File: src/rtl/tcpse_pkg.sv
package tcpse_pkg;

    typedef enum logic [1:0] {
        CMD_RECEIVE    = 2'd0,
        CMD_LISTEN     = 2'd1,
        CMD_CONNECT    = 2'd2,
        CMD_DISCONNECT = 2'd3
    } cmd_e_t;

    typedef enum logic [2:0] {
        ST_CLOSED     = 3'd0,
        ST_LISTEN     = 3'd1,
        ST_SYN_SENT   = 3'd2,
        ST_SYN_RCVD   = 3'd3,
        ST_ESTAB      = 3'd4,
        ST_CLOSE_WAIT = 3'd5,
        ST_FIN_WAIT1  = 3'd6,
        ST_FIN_WAIT2  = 3'd7
    } conn_state_t;

    typedef enum logic [1:0] {
        STS_OK       = 2'd0,
        STS_RESET    = 2'd1,
        STS_NO_MATCH = 2'd2,
        STS_FULL     = 2'd3
    } status_t;

    typedef enum logic [2:0] {
        S_IDLE,
        S_SCAN,
        S_FETCH,
        S_PROC,
        S_OUT0,
        S_OUT1
    } fsm_t;

    localparam logic [1:0] CFG_LOCAL_ADDRESS    = 2'd0;
    localparam logic [1:0] CFG_INITIAL_SEQUENCE = 2'd1;
    localparam logic [1:0] CFG_FIRST_PORT       = 2'd2;

    localparam logic [31:0] LOCAL_ADDRESS_RESET = 32'h0000_0000;
    localparam logic [31:0] INIT_SEQ_RESET      = 32'hBEEF_CAFE;
    localparam logic [15:0] FIRST_PORT_RESET    = 16'd1024;
    localparam logic [15:0] MIN_SEG_SIZE        = 16'd20;

    localparam logic [7:0] FL_FIN = 8'h01;
    localparam logic [7:0] FL_SYN = 8'h02;
    localparam logic [7:0] FL_RST = 8'h04;
    localparam logic [7:0] FL_ACK = 8'h10;

    typedef struct packed {
        cmd_e_t      command;
        logic [31:0] peer_ip;
        logic [31:0] dest_ip;
        logic [15:0] peer_port;
        logic [15:0] own_port;
        logic [7:0]  seg_flags;
        logic [31:0] seg_sequence;
        logic [15:0] seg_size;
        logic [3:0]  header_words;
        logic        payload_accepted;
        logic [3:0]  socket_index;
    } cmd_item_t;

    typedef struct packed {
        status_t     status;
        logic        tx_valid;
        logic [7:0]  tx_flags;
        logic [31:0] tx_sequence;
        logic [31:0] tx_acknowledge;
        logic [15:0] tx_own_port;
        logic [15:0] tx_peer_port;
        logic [31:0] tx_peer_ip;
        logic [3:0]  entry_index;
        logic        deliver;
        logic        last;
    } res_item_t;

    typedef struct packed {
        conn_state_t state;
        logic [31:0] own_ip;
        logic [15:0] own_port;
        logic [31:0] peer_ip;
        logic [15:0] peer_port;
        logic [31:0] snd;
        logic [31:0] ack;
    } entry_t;

    function automatic res_item_t make_result(status_t sts, logic txv, logic [7:0] fl,
                                              entry_t e, logic [3:0] idx, logic dlv);
        res_item_t r;
        r = '0;
        r.status      = sts;
        r.entry_index = idx;
        r.deliver     = dlv;
        if (txv)
        begin
            r.tx_valid       = 1'b1;
            r.tx_flags       = fl;
            r.tx_sequence    = e.snd;
            r.tx_acknowledge = e.ack;
            r.tx_own_port    = e.own_port;
            r.tx_peer_port   = e.peer_port;
            r.tx_peer_ip     = e.peer_ip;
        end
        return r;
    endfunction

endpackage

File: src/rtl/tcpse_if.sv
interface tcpse_cmd_if import tcpse_pkg::*; ();
    logic      valid;
    logic      ready;
    cmd_item_t data;
    modport source (output valid, output data, input ready);
    modport sink (input valid, input data, output ready);
endinterface

interface tcpse_res_if import tcpse_pkg::*; ();
    logic      valid;
    logic      ready;
    res_item_t data;
    modport source (output valid, output data, input ready);
    modport sink (input valid, input data, output ready);
endinterface

interface tcpse_cfg_if;
    logic        valid;
    logic        ready;
    logic [1:0]  index;
    logic [31:0] data;
    modport source (output valid, output index, output data, input ready);
    modport sink (input valid, input index, input data, output ready);
endinterface

File: src/rtl/tcp_connection_state_engine.sv
// Flow: a receive item scans the entry memory linearly (one table entry read per cycle),
// a listen/connect item scans the valid bits for a free entry, a disconnect reads its own.
// One item at a time: a new item is taken only after the last result of the previous one
// has been accepted by the result side.
// Reset: all entries free, control and configuration registers at their defaults, next ephemeral port 1024.
module tcp_connection_state_engine import tcpse_pkg::*; #(
    parameter int TABLE_DEPTH = 16
) (
    input  logic        clk,
    input  logic        rst_n,
    tcpse_cmd_if.sink   cmd,
    tcpse_res_if.source res,
    tcpse_cfg_if.sink   cfg
);

    localparam int IW = (TABLE_DEPTH > 1) ? $clog2(TABLE_DEPTH) : 1;
    localparam logic [IW:0] DEPTH_W = (IW+1)'(TABLE_DEPTH);
    localparam logic [IW+3:0] DEPTH_X = (IW+4)'(TABLE_DEPTH);

    fsm_t                   state_reg, state_next;
    cmd_item_t              item_reg, item_next;
    logic [IW:0]            scan_reg, scan_next;
    logic                   cmp_vld_reg, cmp_vld_next;
    logic [IW-1:0]          cmp_idx_reg, cmp_idx_next;
    logic [IW-1:0]          idx_reg, idx_next;
    logic                   found_reg, found_next;
    entry_t                 entry_reg, entry_next;
    logic [TABLE_DEPTH-1:0] valid_reg, valid_next;
    logic [15:0]            port_reg, port_next;
    res_item_t              res0_reg, res0_next;
    res_item_t              res1_reg, res1_next;
    logic                   two_reg, two_next;
    logic [31:0]            local_addr_reg;
    logic [31:0]            init_seq_reg;

    entry_t        table_mem [TABLE_DEPTH];
    entry_t        mem_q;
    logic [IW-1:0] mem_raddr;
    logic          mem_we;

    logic [IW-1:0] scan_idx;
    logic [IW+3:0] sock_wide;
    logic [IW+3:0] idx_wide;
    logic [IW-1:0] d_idx;
    logic          d_in_range;
    logic [3:0]    idx4;
    logic          bare_syn;
    logic          hit;

    // processing results
    entry_t      ent, snap0, snap1;
    logic [7:0]  fl0, fl1;
    logic        dlv0, rst_req, data_seg, short_seg;
    logic [1:0]  n_res;
    logic [15:0] hlen16;
    logic        pr_we, pr_set, pr_clr, pr_port_inc;
    res_item_t   pr_res0, pr_res1;

    assign scan_idx   = scan_reg[IW-1:0];
    assign sock_wide  = {{IW{1'b0}}, item_reg.socket_index};
    assign d_in_range = sock_wide < DEPTH_X;
    assign d_idx      = sock_wide[IW-1:0];
    assign idx_wide   = {4'b0000, idx_reg};
    assign idx4       = idx_wide[3:0];
    assign bare_syn   = (item_reg.seg_flags & (FL_SYN | FL_ACK)) == FL_SYN;
    assign hlen16     = {10'd0, item_reg.header_words, 2'b00};
    assign short_seg  = (item_reg.seg_size < MIN_SEG_SIZE) || (hlen16 > item_reg.seg_size);

    assign hit = valid_reg[cmp_idx_reg]
              && mem_q.own_port == item_reg.own_port
              && mem_q.own_ip == item_reg.dest_ip
              && ((mem_q.state == ST_LISTEN && bare_syn)
                  || (mem_q.peer_port == item_reg.peer_port
                      && mem_q.peer_ip == item_reg.peer_ip));

    assign mem_raddr = (item_reg.command == CMD_DISCONNECT) ? d_idx : scan_idx;
    assign mem_we    = (state_reg == S_PROC) && pr_we;

    always_ff @(posedge clk)
    begin
        if (mem_we)
        begin
            table_mem[idx_reg] <= ent;
        end
        mem_q <= table_mem[mem_raddr];
    end

    // item processing on the fetched entry
    always_comb
    begin
        ent         = entry_reg;
        snap0       = entry_reg;
        snap1       = entry_reg;
        fl0         = '0;
        fl1         = '0;
        dlv0        = 1'b0;
        rst_req     = 1'b0;
        data_seg    = 1'b0;
        n_res       = 2'd0;
        pr_we       = 1'b0;
        pr_set      = 1'b0;
        pr_clr      = 1'b0;
        pr_port_inc = 1'b0;
        pr_res0     = make_result(STS_NO_MATCH, 1'b0, 8'h00, entry_reg, 4'd0, 1'b0);
        pr_res1     = pr_res0;
        case (item_reg.command)
            CMD_RECEIVE:
            begin
                if (!short_seg && found_reg)
                begin
                    if ((item_reg.seg_flags & FL_RST) != 8'h00)
                    begin
                        ent.state = ST_CLOSED;
                    end
                    else
                    begin
                        case (item_reg.seg_flags & (FL_SYN | FL_ACK | FL_FIN))
                            FL_SYN:
                            begin
                                if (entry_reg.state == ST_LISTEN)
                                begin
                                    ent.state     = ST_SYN_RCVD;
                                    ent.peer_port = item_reg.peer_port;
                                    ent.peer_ip   = item_reg.peer_ip;
                                    ent.ack       = item_reg.seg_sequence + 32'd1;
                                    ent.snd       = init_seq_reg;
                                    snap0         = ent;
                                    fl0           = FL_SYN | FL_ACK;
                                    n_res         = 2'd1;
                                    ent.snd       = init_seq_reg + 32'd1;
                                end
                                else
                                begin
                                    rst_req = 1'b1;
                                end
                            end
                            FL_SYN | FL_ACK:
                            begin
                                if (entry_reg.state == ST_SYN_SENT)
                                begin
                                    ent.state = ST_ESTAB;
                                    ent.ack   = item_reg.seg_sequence + 32'd1;
                                    ent.snd   = entry_reg.snd + 32'd1;
                                    snap0     = ent;
                                    fl0       = FL_ACK;
                                    n_res     = 2'd1;
                                end
                                else
                                begin
                                    rst_req = 1'b1;
                                end
                            end
                            FL_SYN | FL_FIN, FL_SYN | FL_FIN | FL_ACK:
                            begin
                                rst_req = 1'b1;
                            end
                            FL_FIN, FL_FIN | FL_ACK:
                            begin
                                if (entry_reg.state == ST_ESTAB)
                                begin
                                    ent.state = ST_CLOSE_WAIT;
                                    ent.ack   = entry_reg.ack + 32'd1;
                                    snap0     = ent;
                                    snap1     = ent;
                                    fl0       = FL_ACK;
                                    fl1       = FL_FIN | FL_ACK;
                                    n_res     = 2'd2;
                                end
                                else if (entry_reg.state == ST_CLOSE_WAIT)
                                begin
                                    ent.state = ST_CLOSED;
                                end
                                else if (entry_reg.state == ST_FIN_WAIT1
                                         || entry_reg.state == ST_FIN_WAIT2)
                                begin
                                    ent.state = ST_CLOSED;
                                    ent.ack   = entry_reg.ack + 32'd1;
                                    snap0     = ent;
                                    fl0       = FL_ACK;
                                    n_res     = 2'd1;
                                end
                                else
                                begin
                                    rst_req = 1'b1;
                                end
                            end
                            FL_ACK:
                            begin
                                if (entry_reg.state == ST_SYN_RCVD)
                                begin
                                    ent.state = ST_ESTAB;
                                end
                                else if (entry_reg.state == ST_FIN_WAIT1)
                                begin
                                    ent.state = ST_FIN_WAIT2;
                                end
                                else if (entry_reg.state == ST_CLOSE_WAIT)
                                begin
                                    ent.state = ST_CLOSED;
                                end
                                else if (item_reg.seg_flags != FL_ACK)
                                begin
                                    data_seg = 1'b1;
                                end
                            end
                            default:
                            begin
                                data_seg = 1'b1;
                            end
                        endcase
                    end
                    if (data_seg)
                    begin
                        if (item_reg.seg_sequence == entry_reg.ack && item_reg.payload_accepted)
                        begin
                            ent.ack = entry_reg.ack
                                    + {16'd0, item_reg.seg_size - hlen16};
                            snap0   = ent;
                            fl0     = FL_ACK;
                            dlv0    = 1'b1;
                            n_res   = 2'd1;
                        end
                        else
                        begin
                            rst_req = 1'b1;
                        end
                    end
                    if (rst_req)
                    begin
                        pr_res0 = make_result(STS_RESET, 1'b0, 8'h00, ent, idx4, 1'b0);
                        n_res   = 2'd1;
                    end
                    else
                    begin
                        pr_we   = 1'b1;
                        pr_clr  = (ent.state == ST_CLOSED);
                        pr_res0 = make_result(STS_OK, n_res != 2'd0, fl0, snap0, idx4, dlv0);
                        pr_res1 = make_result(STS_OK, 1'b1, fl1, snap1, idx4, 1'b0);
                    end
                end
            end
            CMD_LISTEN, CMD_CONNECT:
            begin
                if (!found_reg)
                begin
                    pr_res0 = make_result(STS_FULL, 1'b0, 8'h00, ent, 4'd0, 1'b0);
                end
                else
                begin
                    pr_we      = 1'b1;
                    pr_set     = 1'b1;
                    ent.own_ip = local_addr_reg;
                    ent.ack    = '0;
                    if (item_reg.command == CMD_LISTEN)
                    begin
                        ent.state     = ST_LISTEN;
                        ent.own_port  = item_reg.own_port;
                        ent.peer_ip   = '0;
                        ent.peer_port = '0;
                        ent.snd       = '0;
                        pr_res0 = make_result(STS_OK, 1'b0, 8'h00, ent, idx4, 1'b0);
                    end
                    else
                    begin
                        ent.state     = ST_SYN_SENT;
                        ent.own_port  = port_reg;
                        ent.peer_ip   = item_reg.peer_ip;
                        ent.peer_port = item_reg.peer_port;
                        ent.snd       = init_seq_reg;
                        pr_port_inc   = 1'b1;
                        pr_res0 = make_result(STS_OK, 1'b1, FL_SYN, ent, idx4, 1'b0);
                    end
                end
            end
            default:
            begin
                if (!found_reg)
                begin
                    pr_res0 = make_result(STS_NO_MATCH, 1'b0, 8'h00, ent,
                                          d_in_range ? idx4 : 4'd0, 1'b0);
                end
                else if (entry_reg.state == ST_LISTEN)
                begin
                    pr_clr  = 1'b1;
                    pr_res0 = make_result(STS_OK, 1'b0, 8'h00, ent, idx4, 1'b0);
                end
                else
                begin
                    ent.state = ST_FIN_WAIT1;
                    pr_res0   = make_result(STS_OK, 1'b1, FL_FIN | FL_ACK, ent, idx4, 1'b0);
                    ent.snd   = entry_reg.snd + 32'd1;
                    pr_we     = 1'b1;
                end
            end
        endcase
    end

    // sequencer: next state and handshake outputs
    always_comb
    begin
        state_next   = state_reg;
        item_next    = item_reg;
        scan_next    = scan_reg;
        cmp_vld_next = 1'b0;
        cmp_idx_next = cmp_idx_reg;
        idx_next     = idx_reg;
        found_next   = found_reg;
        entry_next   = entry_reg;
        valid_next   = valid_reg;
        port_next    = port_reg;
        res0_next    = res0_reg;
        res1_next    = res1_reg;
        two_next     = two_reg;
        cmd.ready    = 1'b0;
        res.valid    = 1'b0;
        res.data     = res0_reg;
        case (state_reg)
            S_IDLE:
            begin
                cmd.ready = 1'b1;
                if (cmd.valid)
                begin
                    item_next  = cmd.data;
                    scan_next  = '0;
                    state_next = S_SCAN;
                end
            end
            S_SCAN:
            begin
                case (item_reg.command)
                    CMD_DISCONNECT:
                    begin
                        state_next = S_FETCH;
                    end
                    CMD_LISTEN, CMD_CONNECT:
                    begin
                        if (scan_reg == DEPTH_W)
                        begin
                            found_next = 1'b0;
                            state_next = S_PROC;
                        end
                        else if (!valid_reg[scan_idx])
                        begin
                            found_next = 1'b1;
                            idx_next   = scan_idx;
                            state_next = S_PROC;
                        end
                        else
                        begin
                            scan_next = scan_reg + 1'b1;
                        end
                    end
                    default:
                    begin
                        // compare the entry read last cycle while the next one is read
                        if (cmp_vld_reg && hit)
                        begin
                            found_next = 1'b1;
                            idx_next   = cmp_idx_reg;
                            entry_next = mem_q;
                            state_next = S_PROC;
                        end
                        else if (scan_reg == DEPTH_W)
                        begin
                            if (!cmp_vld_reg)
                            begin
                                found_next = 1'b0;
                                state_next = S_PROC;
                            end
                        end
                        else
                        begin
                            cmp_vld_next = 1'b1;
                            cmp_idx_next = scan_idx;
                            scan_next    = scan_reg + 1'b1;
                        end
                    end
                endcase
            end
            S_FETCH:
            begin
                entry_next = mem_q;
                idx_next   = d_idx;
                found_next = d_in_range && valid_reg[d_idx];
                state_next = S_PROC;
            end
            S_PROC:
            begin
                if (pr_set)
                begin
                    valid_next[idx_reg] = 1'b1;
                end
                if (pr_clr)
                begin
                    valid_next[idx_reg] = 1'b0;
                end
                if (pr_port_inc)
                begin
                    port_next = port_reg + 16'd1;
                end
                res0_next      = pr_res0;
                res0_next.last = (n_res != 2'd2);
                res1_next      = pr_res1;
                res1_next.last = 1'b1;
                two_next       = (n_res == 2'd2);
                state_next     = S_OUT0;
            end
            S_OUT0:
            begin
                res.valid = 1'b1;
                res.data  = res0_reg;
                if (res.ready)
                begin
                    state_next = two_reg ? S_OUT1 : S_IDLE;
                end
            end
            S_OUT1:
            begin
                res.valid = 1'b1;
                res.data  = res1_reg;
                if (res.ready)
                begin
                    state_next = S_IDLE;
                end
            end
            default:
            begin
                state_next = S_IDLE;
            end
        endcase
    end

    assign cfg.ready = 1'b1;

    // a write to the first ephemeral port setting is ignored; the counter always starts at
    // FIRST_PORT_RESET after reset
    always_ff @(posedge clk or negedge rst_n)
    begin
        if (!rst_n)
        begin
            state_reg      <= S_IDLE;
            scan_reg       <= '0;
            cmp_vld_reg    <= 1'b0;
            found_reg      <= 1'b0;
            valid_reg      <= '0;
            port_reg       <= FIRST_PORT_RESET;
            two_reg        <= 1'b0;
            local_addr_reg <= LOCAL_ADDRESS_RESET;
            init_seq_reg   <= INIT_SEQ_RESET;
        end
        else
        begin
            state_reg   <= state_next;
            scan_reg    <= scan_next;
            cmp_vld_reg <= cmp_vld_next;
            found_reg   <= found_next;
            valid_reg   <= valid_next;
            port_reg    <= port_next;
            two_reg     <= two_next;
            if (cfg.valid)
            begin
                case (cfg.index)
                    CFG_LOCAL_ADDRESS:    local_addr_reg <= cfg.data;
                    CFG_INITIAL_SEQUENCE: init_seq_reg   <= cfg.data;
                    default:              ;
                endcase
            end
        end
    end

    always_ff @(posedge clk)
    begin
        item_reg    <= item_next;
        cmp_idx_reg <= cmp_idx_next;
        idx_reg     <= idx_next;
        entry_reg   <= entry_next;
        res0_reg    <= res0_next;
        res1_reg    <= res1_next;
    end

endmodule
File: src/flat_wrapper.sv
// flat-port wrapper written by rule: the top's interface ports become plain ports
module tcp_connection_state_engine_flat import tcpse_pkg::*;
#(
    parameter int TABLE_DEPTH = 16
)
  (clk, rst_n, cmd_valid, cmd_data, cmd_ready, res_valid, res_data, res_ready, cfg_valid, cfg_index, cfg_data, cfg_ready);
  tcpse_cmd_if cmd_i ();
  tcpse_res_if res_i ();
  tcpse_cfg_if cfg_i ();
  input  logic clk;
  input  logic rst_n;
  input wire logic [$bits(cmd_i.valid)-1:0] cmd_valid;
  input wire logic [$bits(cmd_i.data)-1:0] cmd_data;
  output wire logic [$bits(cmd_i.ready)-1:0] cmd_ready;
  output wire logic [$bits(res_i.valid)-1:0] res_valid;
  output wire logic [$bits(res_i.data)-1:0] res_data;
  input wire logic [$bits(res_i.ready)-1:0] res_ready;
  input wire logic [$bits(cfg_i.valid)-1:0] cfg_valid;
  input wire logic [$bits(cfg_i.index)-1:0] cfg_index;
  input wire logic [$bits(cfg_i.data)-1:0] cfg_data;
  output wire logic [$bits(cfg_i.ready)-1:0] cfg_ready;
  assign cmd_i.valid = cmd_valid;
  assign cmd_i.data = cmd_data;
  assign cmd_ready = cmd_i.ready;
  assign res_valid = res_i.valid;
  assign res_data = res_i.data;
  assign res_i.ready = res_ready;
  assign cfg_i.valid = cfg_valid;
  assign cfg_i.index = cfg_index;
  assign cfg_i.data = cfg_data;
  assign cfg_ready = cfg_i.ready;
  tcp_connection_state_engine #(.TABLE_DEPTH(TABLE_DEPTH)) u_core (.clk(clk), .rst_n(rst_n), .cmd(cmd_i), .res(res_i), .cfg(cfg_i));
endmodule
File: config.mk
export PLATFORM = sky130hd
export DESIGN_NAME = tcp_connection_state_engine_flat
export DESIGN_NICKNAME = d
export VERILOG_FILES = /design/src/rtl/tcpse_pkg.sv /design/src/rtl/tcpse_if.sv /design/src/rtl/tcp_connection_state_engine.sv /design/src/flat_wrapper.sv
export SDC_FILE = /design/constraint.sdc
export NUM_CORES = 2
export LEC_CHECK = 0
export BUFFER_PORTS_ARGS = -buffer_cell sky130_fd_sc_hd__buf_4
export CAP_MARGIN = 15
export CORE_ASPECT_RATIO = 0.6
export CORE_UTILIZATION = 55
export CTS_CLUSTER_SIZE = 8
export DETAILED_ROUTE_END_ITERATION = 6
export PLACE_DENSITY = 0.71
export SLEW_MARGIN = 20
export SYNTH_ARGS = -nofsm -noshare
export SYNTH_HDL_FRONTEND = slang
export SYNTH_SLANG_ARGS = --single-unit
File: constraint.sdc
create_clock -name clk -period 24.6 [get_ports clk]
set_clock_uncertainty 0.15 [all_clocks]
set_input_delay 2.46 -clock clk [delete_from_list [all_inputs] [get_ports clk]]
set_output_delay 2.46 -clock clk [all_outputs]
set_load 0.1 [all_outputs]
**Yosys cells after proc, flatten, opt, wreduce, memory -nomap -nowiden**

Memories as Yosys holds them, arrays and structs flattened. A register that Yosys moved wholly into a read port is not among the register bits.
Cells that the tools add are included.

- Muxes and demuxes: 174
- Reduce and logical (&&, ||, !) cells: 41
- Equality and inequality tests: 51
- Bitwise gates (word level): 9
- $add $sub $neg: 8
- Magnitude comparators: 8

Operators by type and width:

| cell | number |
|---|---|
| two-way mux 112 bit | 7 |
| two-way mux 145 bit | 5 |
| two-way mux 163 bit | 3 |
| two-way mux 32 bit | 13 |
| case mux 112 bit (3 select lines) | 1 |
| case mux 163 bit (2 select lines) | 1 |
| case mux 145 bit (2 select lines) | 1 |
| two-way mux 143 bit | 2 |
| case mux 32 bit (2 select lines) | 3 |
| two-way mux 144 bit | 1 |
| two-way mux 137 bit | 1 |
| adder 32 x 1 -> 32 bit (second input constant) | 4 |
| two-way mux 64 bit | 2 |
| equality test 32 bit | 3 |
| two-way mux 48 bit | 2 |
| two-way mux 96 bit | 1 |
| case mux 32 bit (3 select lines) | 1 |
| case mux 48 bit (2 select lines) | 1 |
| two-way mux 3 bit | 23 |
| two-way mux 8 bit | 7 |
| two-way mux 1 bit | 52 |
| two-way mux 16 bit | 3 |
| two-way mux 5 bit | 9 |
| adder 32 x 16 -> 32 bit | 1 |
| 57 further kinds | 144 |

- Bits of input ports: 202
- RAM bits: 2608
- Word-level logic and storage cells: 342
- Register bits after elaboration: 730
- Output and inout bits: 148
- Memories: 1

Memories:

| memory | depth | width | rd ports | clocked after Yosys merged registers in | write ports | RTL line | source |
|---|---|---|---|---|---|---|---|
| u_core.table_mem | 16 | 163 | 1 | 1 | 1 | tcp_connection_state_engine.sv:36 | `entry_t table_mem [TABLE_DEPTH];` |

**Longest topological paths before layout**

- Depth in word-level cells: 18
- Gate-level depth with buffers: 18
- Depth with buffers taken out: 18

**Worst setup path after synthesis**

Ideal clock, no wire load.

- Path kind: register to register
- From: register u_core.state_reg[1]
- To: memory u_core.table_mem[10][0] (netlist bit), enable pin
- Clock period less this slack: 19.584 ns
- Data arrival time: 18.549 ns
- Library setup time: 0.885 ns
- Path buffers: 2
- Cell stages (with the launch flop): 7
- Setup slack: 5.016 ns
- Data required time: 23.565 ns
- Cells stage by stage: dfrtp_1 clkbuf_1 nand3b_1 inv_1 nand2_1 buf_2 nor3_1

- Word-level cells in the longest chain between the ends: 4

Ends and longest elaborated chain:

| what | RTL line | source |
|---|---|---|
| start, declared | tcp_connection_state_engine.sv:20 | `fsm_t state_reg, state_next;` |
| start signal, assigned | tcp_connection_state_engine.sv:453 | `state_reg <= state_next;` |
| equality test 3 x 2 -> 1 bit | tcp_connection_state_engine.sv:77 | `assign mem_we = (state_reg == S_PROC) && pr_we;` |
| logical AND 1 bit | tcp_connection_state_engine.sv:77 |  |
| two-way mux 1 bit | tcp_connection_state_engine.sv:81 | `if (mem_we)` |
| two-way mux 1 bit (not written as such) | tcp_connection_state_engine.sv:83 | `table_mem[idx_reg] <= ent;` |
| end, declared | tcp_connection_state_engine.sv:36 |  |

No other way between the ends.

**Final worst setup path**

- From: register u_core.entry_reg[5] (netlist bit)
- To: memory u_core.table_mem[7][114] (netlist bit), enable pin

- Word-level cells in the longest chain between the ends: 12

Ends and longest elaborated chain:

| what | RTL line | source |
|---|---|---|
| start, declared | tcp_connection_state_engine.sv:27 | `entry_t entry_reg, entry_next;` |
| start signal, assigned | tcp_connection_state_engine.sv:476 | `entry_reg <= entry_next;` |
| equality test 32 bit | tcp_connection_state_engine.sv:214 | `if (item_reg.seg_sequence == entry_reg.ack && item_reg.payload_accepted)` |
| logical AND 1 bit | tcp_connection_state_engine.sv:214 |  |
| two-way mux 1 bit | tcp_connection_state_engine.sv:214 |  |
| two-way mux 1 bit | tcp_connection_state_engine.sv:212 | `if (data_seg)` |
| two-way mux 1 bit | tcp_connection_state_engine.sv:109 | `if (!short_seg && found_reg)` |
| two-way mux 1 bit | tcp_connection_state_engine.sv:106 | `case (item_reg.command)` |
| two-way mux 1 bit | tcp_connection_state_engine.sv:228 | `if (rst_req)` |
| two-way mux 1 bit | tcp_connection_state_engine.sv:109 |  |
| case mux 1 bit (2 select lines) | tcp_connection_state_engine.sv:106 |  |
| logical AND 1 bit | tcp_connection_state_engine.sv:77 |  |
| two-way mux 1 bit | tcp_connection_state_engine.sv:81 |  |
| two-way mux 1 bit (not written as such) | tcp_connection_state_engine.sv:83 |  |

No other way between the ends. The select of a mux whose other input is x is not followed.

==> impl_metrics.py <==
metrics = {
    "sta": {
        "maxSlewViolCount": 0,
        "finalCritPeriodShare_pct": 29.1,
        "maxClockFrequency_ghz": 0.140,
        "period_minus_slack_ps": 7160,
        "setup_tns_ps": 0,
        "setup_viol": 0,
        "rsz0062_at_grt": "false",
        "timing_hold_violations_final": 0,
        "timing.max_slew.rel_slack_pct": 17.1,
        "worst_pin_slew_ps": 1230,
    },
    "pwr": {
        "vdd_drop_max_v": 0.0000944,
        "total_power_w": 0.0198,
        "power.density_mw_per_mm2": 122,
        "power.leakage_nw": 54.0,
    },
    "logic_synthesis": {
        "synth_warnings": 0,
        "ys.flop_type": "sky130_fd_sc_hd__edfxtp_1",
        "synth_most_common_cell": "sky130_fd_sc_hd__edfxtp_1",
        "synth.area.top_cells": "sky130_fd_sc_hd__edfxtp_1, sky130_fd_sc_hd__mux4_2, sky130_fd_sc_hd__nand2_1",
        "post_synth.cell_area_avg_sq_um": 17.2,
        "synthTopCellsByCount": "sky130_fd_sc_hd__edfxtp_1, sky130_fd_sc_hd__nand2_1, sky130_fd_sc_hd__mux4_2",
        "seq_area_frac_synth_pct": 72.8,
        "synthDistinctLibCells": 95,
        "synth_largest_type_area_fraction_pct": 68.6,
        "synthesis.instances": 8202,
        "synth-edff-count": 3217,
        "async_reset_ff_share_pct": 3.07,
        "synth_area_leader_cell": "sky130_fd_sc_hd__edfxtp_1",
        "synth-seq-cells": 3487,
        "syn_area_sq_mm": 0.141,
    },
    "die": {
        "placementRows": 143,
        "floorplan_die_height_um": 394,
        "core_area_sq_mm": 0.254,
        "initial_core_util_pct": 55.5,
        "io-pin-count": 350,
        "die_area_sq_mm": 0.258,
        "die_w_um": 655,
    },
    "clock_tree": {
        "clock-sinks": 3487,
        "tritoncts.num_buffers": 478,
        "root_buffer": "sky130_fd_sc_hd__clkbuf_16",
        "cts-htree-levels": 5,
        "clk_pin_slew_worst_paths_ps": 50,
        "cts_resized": 0,
        "tritoncts": "built",
        "cts_setup_buffers": 0,
        "cts.hold.buffers_added": 0,
        "clock_latency_ps": 970,
        "max_clock_buf_depth": 4,
    },
    "placement": {
        "dpl.hpwl_um": 232000,
        "port-buffer-count": 343,
        "gp_congestion": 0.978,
    },
    "cells_and_area": {
        "layout-drive-gt1-share_pct": 21.4,
        "syn2layout_area_growth_pct": 14.8,
        "layout.filler_cells": 17400,
        "multi_input_area_sq_mm": 0.0363,
        "finalCoreUtilization_pct": 63.7,
        "number_of_flip_flops_in_the_largest_register": 2608,
        "fin_nets": 8953,
        "sequential_cell_area_sq_mm": 0.103,
    },
    "critical_path": {
        "timing.reg2reg.setup_slack_ps": 17440,
        "capturing_instance_or_port_of_the_critical_path": "u_core.table_mem[7][114]",
        "worstSetupPathType": "flop to flop",
        "arrival_ps": 7530,
        "crit_start": "u_core.entry_reg[5]",
        "worstPathRequired_ps": 24960,
        "capturing_element_type_of_the_critical_path": "flop",
        "rr_startpoint": "u_core.entry_reg[5]",
        "worstRegToRegCells": 13,
        "worst_reg2reg_path_endpoint": "u_core.table_mem[7][114]",
        "start_kind": "flop",
        "cp_max_fo": 57,
    },
    "routing": {
        "detailroute.wirelength.met3_um": 46000,
        "top_routing_layer_in_use": "met5",
        "drc": 2,
        "drt-total-wl_um": 407000,
        "detailedRoute.firstPassIterationCount": 7,
        "met2RoutedLength_um": 182000,
        "route.layer.met1.wl_um": 163000,
        "ant_nets": 0,
        "detailedRoute.firstIterationViolations": 12800,
        "route.detailed.vias_per_inst": 6.61,
        "avgRoutedWirePerCell_um": 32.5,
        "number_of_vias_in_the_routed_layout": 82800,
    },
    "global_routing": {
        "grt_pass1_vias": 80300,
        "grt_start_max_net_pins": 144,
        "grtUsageTotal_pct": 31.2,
        "global_route.overflow_total": 0,
        "antenna_found_initial": 12,
        "grt_first_pass_wirelength_um": 579000,
    },
    "worst_hold_path": {
        "timing.hold.worst_path_depth": 0,
        "min_path_type": "flop to flop",
        "hp-start": "u_core.mem_q[47]",
    },
    "job": {
        "drv.max_cap_violation_count": 0,
    },
    "outcome": {
        "run_status": "finished with violations",
        "violations": "design-rule violations",
    },
}
## power breakdown
part / internal (W) / total, W / leakage [nW] / switching [W]
clock network: 0.00366 / 0.00610 / 6.56 / 0.00244
registers: 0.00766 / 0.00810 / 32.0 / 0.000441
logic: 0.00180 / 0.00560 / 15.5 / 0.00380
total: 0.0131 / 0.0198 / 54.0 / 0.00667
## per-stage QoR
step / setup slack, ps / std cells / hold WS (ps) / cell area, sq um
after floorplan: 5020 / 8206 / 236 / 141000
after global placement: 17720 / 11600 / 237 / 148000
after detailed placement: 17670 / 11600 / 239 / 148000
after CTS: 17640 / 12500 / 229 / 162000
after global routing: 17400 / 12500 / 241 / 162000
final: 17440 / 12500 / 225 / 162000
## cell families (layout without fill, tap and decap cells)
group | after synthesis | in the layout | share of synthesized area (%)
compound gates | 1060 | 1060 | 5.12
xor+xnor | 307 | 307 | 1.91
fa+ha+maj | 35 | 35 | 0.322
buf+inv | 582 | 1481 | 1.69
flops | 3487 | 3487 | 72.8
mux | 801 | 801 | 11.7
other cells | 2 | 12 | 0.00533
simple gates | 1928 | 1928 | 6.41
## area by class of cell
| cell class | count | area share, % |
|---|---|---|
| timing repair buffer | 564 | 2.76 |
| tap | 3407 | 2.64 |
| inverter | 48 | 0.121 |
| clock inverter | 21 | 0.256 |
| multi-input combinational | 4137 | 22.4 |
| clock buffer | 848 | 8.32 |
| antenna | 6 | 0.00929 |
| sequential | 3487 | 63.4 |
## cell usage in the layout, fill, tap and decap left out, types with 16 or more instances in the layout
cell type and instances:
sky130_fd_sc_hd__buf_12 17, sky130_fd_sc_hd__inv_1 43, sky130_fd_sc_hd__buf_4 535, sky130_fd_sc_hd__nand2_1 1037, sky130_fd_sc_hd__ha_1 32, sky130_fd_sc_hd__nand2b_1 20, sky130_fd_sc_hd__clkbuf_16 483, sky130_fd_sc_hd__and3_1 130
sky130_fd_sc_hd__o22ai_1 16, sky130_fd_sc_hd__a211oi_1 178, sky130_fd_sc_hd__edfxtp_1 3217, sky130_fd_sc_hd__clkbuf_1 365, sky130_fd_sc_hd__nor4_1 38, sky130_fd_sc_hd__nor2_1 177, sky130_fd_sc_hd__dfstp_2 25, sky130_fd_sc_hd__nand4_1 69
sky130_fd_sc_hd__o21ai_0 188, sky130_fd_sc_hd__mux2i_1 31, sky130_fd_sc_hd__dfxtp_1 163, sky130_fd_sc_hd__a221oi_1 18, sky130_fd_sc_hd__nand3_1 91, sky130_fd_sc_hd__dfrtp_1 82, sky130_fd_sc_hd__a22oi_1 56, sky130_fd_sc_hd__or3_1 18
sky130_fd_sc_hd__mux2_2 101, sky130_fd_sc_hd__nor3_1 54, sky130_fd_sc_hd__xnor2_1 184, sky130_fd_sc_hd__and2_1 179, sky130_fd_sc_hd__a21oi_1 136, sky130_fd_sc_hd__a31oi_1 174, sky130_fd_sc_hd__and4_1 23, sky130_fd_sc_hd__xor2_1 123
sky130_fd_sc_hd__a22o_1 122, sky130_fd_sc_hd__o211ai_1 24, sky130_fd_sc_hd__mux4_2 665
## routing by layer
metal / up-vias / global-route usage [%]
met2: 5535 / 45.9
li1: 33600 / -
met3: 814 / 7.15
met4: 8 / 10.8
met5: - / 0
met1: 42800 / 46.4
## worst max-delay path, stage by stage, from the launching register on
cell and delay [ps]:
sky130_fd_sc_hd__edfxtp_1 640, sky130_fd_sc_hd__xor2_1 280, sky130_fd_sc_hd__nor4_1 330, sky130_fd_sc_hd__nand4_1 220, sky130_fd_sc_hd__nor3_1 1030, sky130_fd_sc_hd__a2bb2oi_4 180, sky130_fd_sc_hd__buf_4 580, sky130_fd_sc_hd__a21o_1 260
sky130_fd_sc_hd__nand2_1 60, sky130_fd_sc_hd__buf_4 280, sky130_fd_sc_hd__nor3_2 350, sky130_fd_sc_hd__buf_4 530, sky130_fd_sc_hd__buf_4 770, sky130_fd_sc_hd__buf_4 920
## how the worst min path moves through the flow
| stage | endpoint | slack, ps |
|---|---|---|
| after floorplan | u_core.entry_reg[0] | 240 |
| after global placement | u_core.entry_reg[53] | 240 |
| after detailed placement | u_core.entry_reg[46] | 240 |
| after CTS | u_core.entry_reg[47] | 230 |
| after global routing | u_core.entry_reg[47] | 240 |
| final | u_core.entry_reg[47] | 230 |
Note: power is estimated with default switching activity, not from simulation.
